### src/rtl/fpgb_pkg.sv
`default_nettype none
// ----------------------------------------------------------------------------
// fpgb_pkg
// Shared types and constants of the fuzzy PID gain table blend.
// ----------------------------------------------------------------------------
package fpgb_pkg;

  localparam int VW        = 16;          // value width
  localparam int IN_W      = 104;         // input tdata width
  localparam int OUT_W     = 48;          // output tdata width
  localparam int FULL      = 100;         // full weight
  localparam int WW        = 7;           // weight width
  localparam int ACC_W     = 30;          // blended sum width
  localparam int QBITS     = ACC_W - 1;   // magnitude bits of a sum
  localparam int DIV_STEPS = WW;
  localparam int QSHIFT    = 35;          // reciprocal scale of 1/100

  // ceil(2^35 / 100); exact quotient for magnitudes below 2^29
  localparam logic [QBITS-1:0] RECIP = 29'd343597384;

  localparam logic [1:0] REQ_ERR_PT  = 2'd0;
  localparam logic [1:0] REQ_RATE_PT = 2'd1;
  localparam logic [1:0] REQ_CELL    = 2'd2;
  localparam logic [1:0] REQ_EVAL    = 2'd3;

  localparam logic CFG_ROWS = 1'b0;
  localparam logic CFG_COLS = 1'b1;

  typedef struct packed {
    logic       accept;
    logic       scan_step;
    logic       wsetup;
    logic       div_start;
    logic       div_step;
    logic       div_store;
    logic [1:0] dsel;
    logic       term_addr;
    logic       term_mul;
    logic       term_acc;
    logic [1:0] term;
    logic       q_init;
    logic       q_step;
    logic       res_load;
    logic       res_zero;
  } cmd_t;

  typedef struct packed {
    logic scan_done;
    logic zero_cnt;
    logic out_free;
  } sts_t;

endpackage

`default_nettype wire

### src/rtl/fpgb_ctrl.sv
`default_nettype none
// ----------------------------------------------------------------------------
// fpgb_ctrl
// Sequencer: search, weight divisions, term accumulation, scaling, result.
// ----------------------------------------------------------------------------
module fpgb_ctrl
  import fpgb_pkg::*;
(
  input  wire logic       clk,
  input  wire logic       rst,
  input  wire logic       s_tvalid,
  input  wire logic [1:0] s_tuser,
  output logic            s_tready,
  input  wire sts_t       sts,
  output cmd_t            cmd
);

  typedef enum logic [3:0] {
    IDLE, SCAN, WSET, DLOAD, DSTEP, DSTORE, TADDR, TMUL, TACC, QINIT, QSTEP, FIN
  } state_t;

  state_t     state;
  logic [4:0] cnt;
  logic [1:0] dsel;
  logic [1:0] term;
  logic       zero;
  logic       accept;

  assign s_tready = (state == IDLE);
  assign accept   = s_tvalid && s_tready;

  always_ff @(posedge clk) begin
    if (rst) begin
      state <= IDLE;
      cnt   <= '0;
      dsel  <= '0;
      term  <= '0;
      zero  <= 1'b0;
    end else begin
      case (state)
        IDLE: begin
          if (accept) begin
            if (s_tuser != REQ_EVAL || sts.zero_cnt) begin
              zero  <= 1'b1;
              state <= FIN;
            end else begin
              zero  <= 1'b0;
              state <= SCAN;
            end
          end
        end
        SCAN: begin
          if (sts.scan_done) state <= WSET;
        end
        WSET: begin
          dsel  <= '0;
          state <= DLOAD;
        end
        DLOAD: begin
          cnt   <= '0;
          state <= DSTEP;
        end
        DSTEP: begin
          cnt <= cnt + 5'd1;
          if (cnt == 5'(DIV_STEPS - 1)) state <= DSTORE;
        end
        DSTORE: begin
          dsel <= dsel + 2'd1;
          if (dsel == 2'd3) begin
            term  <= '0;
            state <= TADDR;
          end else begin
            state <= DLOAD;
          end
        end
        TADDR: state <= TMUL;
        TMUL:  state <= TACC;
        TACC: begin
          term <= term + 2'd1;
          state <= (term == 2'd3) ? QINIT : TADDR;
        end
        QINIT: state <= QSTEP;
        QSTEP: state <= FIN;
        FIN: begin
          if (sts.out_free) state <= IDLE;
        end
        default: state <= IDLE;
      endcase
    end
  end

  always_comb begin
    cmd           = '0;
    cmd.accept    = accept;
    cmd.scan_step = (state == SCAN);
    cmd.wsetup    = (state == WSET);
    cmd.div_start = (state == DLOAD);
    cmd.div_step  = (state == DSTEP);
    cmd.div_store = (state == DSTORE);
    cmd.dsel      = dsel;
    cmd.term_addr = (state == TADDR);
    cmd.term_mul  = (state == TMUL);
    cmd.term_acc  = (state == TACC);
    cmd.term      = term;
    cmd.q_init    = (state == QINIT);
    cmd.q_step    = (state == QSTEP);
    cmd.res_load  = (state == FIN) && sts.out_free;
    cmd.res_zero  = zero;
  end

endmodule

`default_nettype wire

### config.mk
export PLATFORM = sky130hd
export DESIGN_NAME = fpgb_ctrl
export DESIGN_NICKNAME = d
export VERILOG_FILES = /design/src/rtl/fpgb_pkg.sv /design/src/rtl/fpgb_ctrl.sv
export SDC_FILE = /design/constraint.sdc
export NUM_CORES = 1
export LEC_CHECK = 0
export BUFFER_PORTS_ARGS = -buffer_cell sky130_fd_sc_hd__buf_4
export CORE_MARGIN = 3
export CORE_UTILIZATION = 40
export CTS_CLUSTER_SIZE = 14
export DETAILED_ROUTE_END_ITERATION = 10
export GPL_ROUTABILITY_DRIVEN = 0
export GPL_TIMING_DRIVEN = 0
export PLACE_DENSITY_LB_ADDON = 0.15
export SETUP_SLACK_MARGIN = 0.05
export SLEW_MARGIN = 25
export SYNTH_ARGS = -nofsm -noshare
export SYNTH_HDL_FRONTEND = slang
export SYNTH_SLANG_ARGS = --single-unit
### constraint.sdc
create_clock -name clk -period 1.6 [get_ports clk]
set_input_delay 0.08 -clock clk [delete_from_list [all_inputs] [get_ports clk]]
set_output_delay 0.08 -clock clk [all_outputs]
set_load 0.005 [all_outputs]
# == Word level (Yosys, flattened, before mapping) ==
# Cells that the tools add are included.
# totals
word_cells,51
output_inout_bits,18
register_bits,14
inputBits,8
# op_classes
n_mux,13
n_eq_ne,20
addsub,3
n_reduce_logical,10
# ops
op,n
case mux 4 bit (12 select lines),1
2-to-1 mux 4 bit,6
"== test 4 x 3 -> 1 bit, second input constant",4
"== test 4 bit, second input constant",4
case mux 5 bit (2 select lines),1
"== test 4 x 2 -> 1 bit, second input constant",2
case mux 2 bit (2 select lines),2
"!= test 2 x 1 -> 1 bit, second input constant",3
"!= test 2 bit, second input constant",3
nonzero test 2 bit,3
"adder 5 x 1 -> 5 bit, second input constant",1
"== test 5 x 3 -> 1 bit, second input constant",1
"adder 2 x 1 -> 2 bit, second input constant",2
"== test 2 bit, second input constant",2
"== test 4 x 1 -> 1 bit, second input constant",1
logical NOT 4 bit,1
AND reduction 2 bit,2
AND reduction 4 bit,1
2-to-1 mux 3 bit,1
logical AND 1 bit,2
2-to-1 mux 2 bit,1
logical OR 1 bit,1
2-to-1 mux 1 bit,1

# == Longest topological paths before layout ==
# Gate-level depths: netlist of the first run.
# depth
ltp_word,5
mapped_depth,7
ltp_nobuf,6

# == Worst setup path before layout of the first run ==
# OpenSTA, ideal clock, no wires.
# synth_path
path_kind,flip-flop to flip-flop
from,reg state[1]
to,reg cnt[4]
period_less_slack_ps,1628
n_path_buf,2
required_time_ps,1537
t_arrival_ps,1565
stages_incl_launch_ff,8
setup_time_ps,63
slack_ps,-28
cell_sequence,dfxtp_1 -> buf_6 -> or4b_4 -> buf_6 -> clkinv_4 -> nand4_2 -> mux2_4 -> nor2_2
# synth_rtl
item,line_no,source
"start, declared",fpgb_ctrl.sv:22,state_t state;
"start signal, assigned",fpgb_ctrl.sv:80,state <= (term == 2'd3) ? QINIT : TADDR;
"end signal, assigned",fpgb_ctrl.sv:64,cnt <= cnt + 5'd1;
"end, declared",fpgb_ctrl.sv:23,logic [4:0] cnt;

# == Worst setup path in the final report of the first run ==
# layout_path
from,reg state[1]
to,reg cnt[4]
# layout_via
elab_chain_len,2
word_cells_on_any_way,4
cone_classes,eq/ne (2); mux (1); reduce/logical (1)
# layout_rtl
item,line_no,source
== test 4 x 3 -> 1 bit or == test 4 x 2 -> 1 bit (tied branches),fpgb_ctrl.sv:40,case (state)
case mux 5 bit (2 select lines) or nonzero test 2 bit (tied branches),n/a,
# Several ways; a longest one is shown, not always the timed one.
# A chain may end at the register's enable or synchronous reset.

==> impl_metrics.yaml, run 1 <==
clock_network:
  clock_latency_ns: 0.30
  htreeDepth: 1
  root_buffer: "clkbuf_4"
  cts-buffers-inserted: 3
  path_clk_slew_ns: 0.10
  cts.sinks: 14
  clockBufferDepth: 2
  cts_tree: "done"
routing:
  via_per_inst: 5.63
  drc: 0
  firstDrtPassIters: 4
  ant_nets: 0
  drt-total-wl_um: 2870
  wl_per_cell_um: 15.3
  drt_iter0_markers: 37
  vias: 1059
worst_setup_path:
  worstPathRequired_ns: 1.84
  crit_fanout: 5
  arrival_ns: 1.83
  start_kind: "register"
  worstSetupEndpointType: "register"
  critical_path_class: "register to register"
  slowest_stage: "or4b_4"
  path_cells: "or4b_4, buf_6, clkinv_4, nand4_4, mux2_4, nor2_2"
  cp_slowest_stage_delay_ns: 0.51
sta:
  fin_ws_ns: 0.00700
  hold_viol: 0
  rsz0062_at_grt: "yes"
  fin_skew_ns: 0.00595
  whs_ns: 0.0592
  maxSlewViolCount: 0
  slew_headroom_pct: 65.6
  worst_pin_slew_ns: 0.516
  period_needed_ns: 1.59
  finalSetupViolCount: 0
  max_freq_mhz: 628
  fin_crit_sh_pct: 99.6
yosys:
  synth.top_cell.area_share_pct: 28.3
  yosysMostFrequentCell: "nor2_1"
  ys_async_sr_fraction_pct: 0
  synthTopCellsByArea: "dfxtp_1 (28%), nor2_1 (8.0%), a21oi_1 (5.6%), ha_1 (5.1%), nand2b_1 (3.2%)"
  avgSynthCellArea_sq_um: 7.73
  synth-seq-cells: 14
  synthAdderAreaFrac_pct: 5.06
  synth-main-ff-cell: "dfxtp_1"
  yosys_warnings: 0
  synth_xor_area_share_pct: 0
  synth_edf_count: 0
  seq_area_frac_synth_pct: 28.3
  synth_largest_area_cell: "dfxtp_1"
  synthSimpleGateAreaFrac_pct: 35.4
  synth.area.mux_share_pct: 3.54
  yosysUniqueCellTypes: 44
  syn-num-nets: 140
  synth_top_family_by_area: "simple AND/OR/NAND/NOR gates"
  syn_area_sq_um: 990
  synthTopCellsByCount: "nor2_1 (21), dfxtp_1 (14), a21oi_1 (11), inv_1 (6), nand2_1 (6)"
  synthCells: 128
  synth_compound_area_share_pct: 18.0
final_layout:
  stdcell_area_sq_um: 1390
  layout.nets: 173
  drive_gt1_share_pct: 41.3
  antennaDiodeCount: 0
  area_delta_synth_final_pct: 40.8
global_routing:
  grtUsageMet2_pct: 29.2
  busiest_layer: "met2"
  use_met3_pct: 5.80
  grt_pass1_wl_um: 4590
  gr-usage-all-layers_pct: 18.1
  met1_usage_pct: 23.3
  antenna_found_initial: 0
  grt_pass1_vias: 995
  grt-ovfl-total: 0
  grt_start_max_net_pins: 11
floorplanning:
  die_w_um: 55.7
  row_count: 17
  pin_count: 26
  core-area_sq_um: 2280
  initial_core_util_pct: 43.5
  die_area_sq_um: 3110
  die_h_um: 55.7
placement:
  port_buffers: 25
  dp_slack_ns: -0.206
  hpwl_um: 1930
  post_dp_cell_area_sq_um: 1220
hold_path:
  hp-class: "input port to register"
pwr:
  peakVddDrop_mv: 0.845
  cellPowerDensity_nw_per_um2: 1480
  power.leakage_nw: 0.597
  total_power_mw: 2.06
flow_run:
  drv_cap: 0
run_status:
  run_status: "complete, no violations"
[registers in the layout, summed over array words and instances, names as in the netlist]
| register | flops |
|---|---|
| zero | 1 |
| dsel | 2 |
| state | 4 |
| term | 2 |
| cnt | 5 |
[what timing repair did]
action / in CTS / in global routing
resized for setup: 16 / 22
hold buffers: 1 / 0
pin swaps: 2 / 0
gates cloned: 0 / 0
endpoints found under the setup margin: 21 / 16
buffers inserted: 3 / 0
hold endpoints to repair: 4 / 0
[cells by family after synthesis]
group | after synthesis
and+or+nand+nor | 62
muxes | 3
buffers and inverters | 18
DFF | 14
AOI/OAI and AO/OA | 27
adders and majority gates | 4
[routing by layer]
layer	vias up	share of wire (%)
met5	-	0
met4	0	1.7
met3	6	5.6
met2	32	48
met1	498	45
li1	523	-
[critical path: cells and delay by family (launching register included)]
kind / cells / cell delay (ns)
AND/OR/NAND/NOR: 3 / 0.65
flip-flops: 1 / 0.37
multiplexers: 1 / 0.31
buffers and inverters: 2 / 0.20
[power by group]
part	internal, mW	switching, mW	total (mW)
clock network	0.139	0.133	0.272
logic	0.624	0.657	1.28
registers	0.425	0.0794	0.504
total	1.19	0.870	2.06
[final timing paths]
path,cells past startpoint,to,start,slack (ns)
hold / removal,3,state[3],rst,0.06
hold reg to reg,2,term[1],term[1],0.50
setup reg to reg,6,cnt[4],state[1],0.007
setup / recovery,6,cnt[4],state[1],0.007
[layout make-up]
class                   instances  area (sq um)
multi-input cells              96           702
flip-flops and latches         14           287
plain buffers                  10          82.6
repair buffers                 29           220
inverters                       7          31.3
well taps                      28          35.0
clock buffers                   4          36.3
fillers                       209           882
[cells in the final DEF, fill, tap and decap left out, drive strengths merged, types with 2 or more instances in the layout]
cell,n
a31oi,2
dfxtp,14
o21ai,3
or2,2
nor3,5
nand2,6
a211oi,2
nand2b,5
inv,6
a21oi,11
nor2,22
buf,35
mux2i,2
clkbuf,7
ha,4
nand4bb,2
or3,3
nand3b,2
nand3,5
or4b,2
[per-stage QoR]
step	setup TNS [ns]	cells	util, %
after floorplan	-0.0125	128	-
after global placement	-0.410	181	53.7
after detailed placement	-0.497	181	53.7
after CTS	0	188	57.8
after global routing	-0.0459	188	61.2
final	0	188	61.2
Power figures use the tool's default switching activity.
==> run 2, diff against run 1 <==
CELL_PAD_IN_SITES_DETAIL_PLACEMENT = 2   (was default)
CELL_PAD_IN_SITES_GLOBAL_PLACEMENT = 2   (was default)
CORE_UTILIZATION = 26   (was 40)
CTS_CLUSTER_SIZE = default   (was 14)
PLACE_DENSITY = 0.73   (was default)
PLACE_DENSITY_LB_ADDON = default   (was 0.15)
==> run 2 against run 1 <==
Effect of this change:
- the run now ends with negative setup slack left
- combinational power increased by 16%
- via count rose by 4.6%
- die area rose by 47%
- count of clock-buffer cells in the layout stayed put
- critical path depth stayed put
- total power grew 15%
- clock skew is 0.0026 ns lower
- critical path type unchanged
- largest cell class unchanged
==> impl_metrics.yaml, run 2 (same netlist as run 1, synthesis figures left out) <==
final_layout:
  drive_gt1_share_pct: 41.3
  mostFrequentLayoutCells: "buf_4 (31), nor2_1 (18), a21oi_1 (11), dfxtp_1 (11)"
  fillers: 397
  largest_register_ffs: 5
  layout.nets: 173
  area_delta_synth_final_pct: 48.2
  antennaDiodeCount: 0
  top_regs: "cnt x5, state x4"
  layout_commonest_cell: "buf_4"
  largest_register: "cnt"
routing:
  vias: 1108
  drt_iter0_markers: 37
  wl_per_cell_um: 19.5
  drc: 0
  via_per_inst: 5.38
  drt-total-wl_um: 4010
  ant_nets: 0
  firstDrtPassIters: 5
worst_setup_path:
  r2r_slack_ns: -0.02
  critPathBufInv: 2
  crit_fanout: 5
  worstSetupEndpointType: "register"
  arrival_ns: 1.79
  cp_slowest_stage_delay_ns: 0.50
  cp_top_family: "simple AND/OR/NAND/NOR gates"
  crit_top_cell: "buf_6"
  path_cells: "buf_6, buf_6, or4b_1, o21ai_1, nand3_1, a31oi_1"
  critical_path_class: "register to register"
  worstPathRequired_ns: 1.77
  slowest_stage: "or4b_1"
  start_kind: "register"
pwr:
  cellInternalPower_mw: 1.34
  pwr-share-comb_pct: 62.6
  peakVddDrop_mv: 0.460
  swShare_pct: 43.3
  power.leakage_nw: 0.613
  pwr-share-seq_pct: 21.9
  cellPowerDensity_nw_per_um2: 1610
  p_clk_share_pct: 15.5
  total_power_mw: 2.36
  p_switching_mw: 1.02
sta:
  worst_pin_slew_ns: 0.536
  fin_ws_ns: -0.0219
  max_freq_mhz: 617
  maxSlewViolCount: 0
  final.setup.tns_ns: -0.0240
  fin_skew_ns: 0.00333
  period_needed_ns: 1.62
  whs_ns: 0.0370
  finalSetupViolCount: 2
  hold_viol: 0
  rsz0062_at_grt: "yes"
  fin_crit_sh_pct: 101
  slew_headroom_pct: 64.3
clock_network:
  cts_tree: "done"
  cts.sinks: 14
  cts-buffers-inserted: 3
  root_buffer: "clkbuf_8"
  hold_buffers: 0
  clock_latency_ns: 0.25
  path_clk_slew_ns: 0.07
  clockBufferDepth: 2
  htreeDepth: 1
floorplanning:
  die_w_um: 67.7
  die_area_sq_um: 4580
  core-area_sq_um: 3490
  die_h_um: 67.7
  pin_count: 26
  row_count: 21
  initial_core_util_pct: 28.3
run_status:
  run_status: "finished with violations"
  violations: "negative setup slack"
global_routing:
  grt_pass1_vias: 1129
  grt_pass1_wl_um: 5840
  antenna_found_initial: 0
  gr-usage-all-layers_pct: 16.8
  grt_start_max_net_pins: 11
  grt-ovfl-total: 0
hold_path:
  hp-class: "input port to register"
placement:
  hpwl_um: 2490
  dp_slack_ns: -0.369
  port_buffers: 25
flow_run:
  drv_cap: 0
## run 2: changes by cell type in the layout (fill, tap and decap cells not counted), moves of 2 or more
cell      delta
nor3_2       -2
clkbuf_4     -4
clkbuf_8     +3
buf_6        +2
## run 2: path summary, 6_finish.rpt
| kind | startpoint | endpoint | depth (start not counted) |
|---|---|---|---|
| max | state[1] | state[0] | 6 |
| min | rst | state[1] | 2 |
| max reg2reg | state[1] | state[0] | 6 |
| min reg2reg | zero | zero | 2 |
## run 2: metrics by stage
step / cells / area, sq um / utilization [%]
CTS: 205 / 1350 / 38.7
detailed placement: 199 / 1240 / 35.6
global placement: 199 / 1240 / 35.6
finish: 206 / 1470 / 42.0
floorplan: 128 / 998 / -
global route: 206 / 1470 / 42.0
## run 2: layer usage
layer / GRT usage, % / vias up / part of all wire (%)
met2: 27.9 / 31 / 47
met1: 22.5 / 544 / 47
met4: 4.81 / 0 / 2.1
met3: 2.33 / 9 / 3.7
met5: 0 / - / 0
li1: - / 524 / -
## run 2: layout make-up
type | instances | area, sq um | share of cell area, %
Tap cell | 46 | 57.6 | 3.92
Multi-Input combinational cell | 96 | 713 | 48.6
Clock buffer | 4 | 55.1 | 3.75
Inverter | 7 | 31.3 | 2.13
Sequential cell | 14 | 289 | 19.7
Buffer | 10 | 82.6 | 5.63
Timing Repair Buffer | 29 | 238 | 16.2
## run 2: power groups by stage
stage	Combinational (mW)	Sequential (mW)	Clock, mW
6_report	1.48	0.517	0.367
5_1_grt	1.59	0.526	0.392
4_1_cts	1.20	0.499	0.368
3_5_place_dp	1.10	0.483	0
3_3_place_gp	1.08	0.478	0
2_1_floorplan	0.730	0.462	0
## run 2: timing repair
| action | CTS | global route |
|---|---|---|
| pin swaps | 1 | 8 |
| setup buffers | 3 | 1 |
| setup endpoints to repair | 23 | 14 |
| endpoints found under the hold margin | 0 | 0 |
| resized for setup | 19 | 24 |
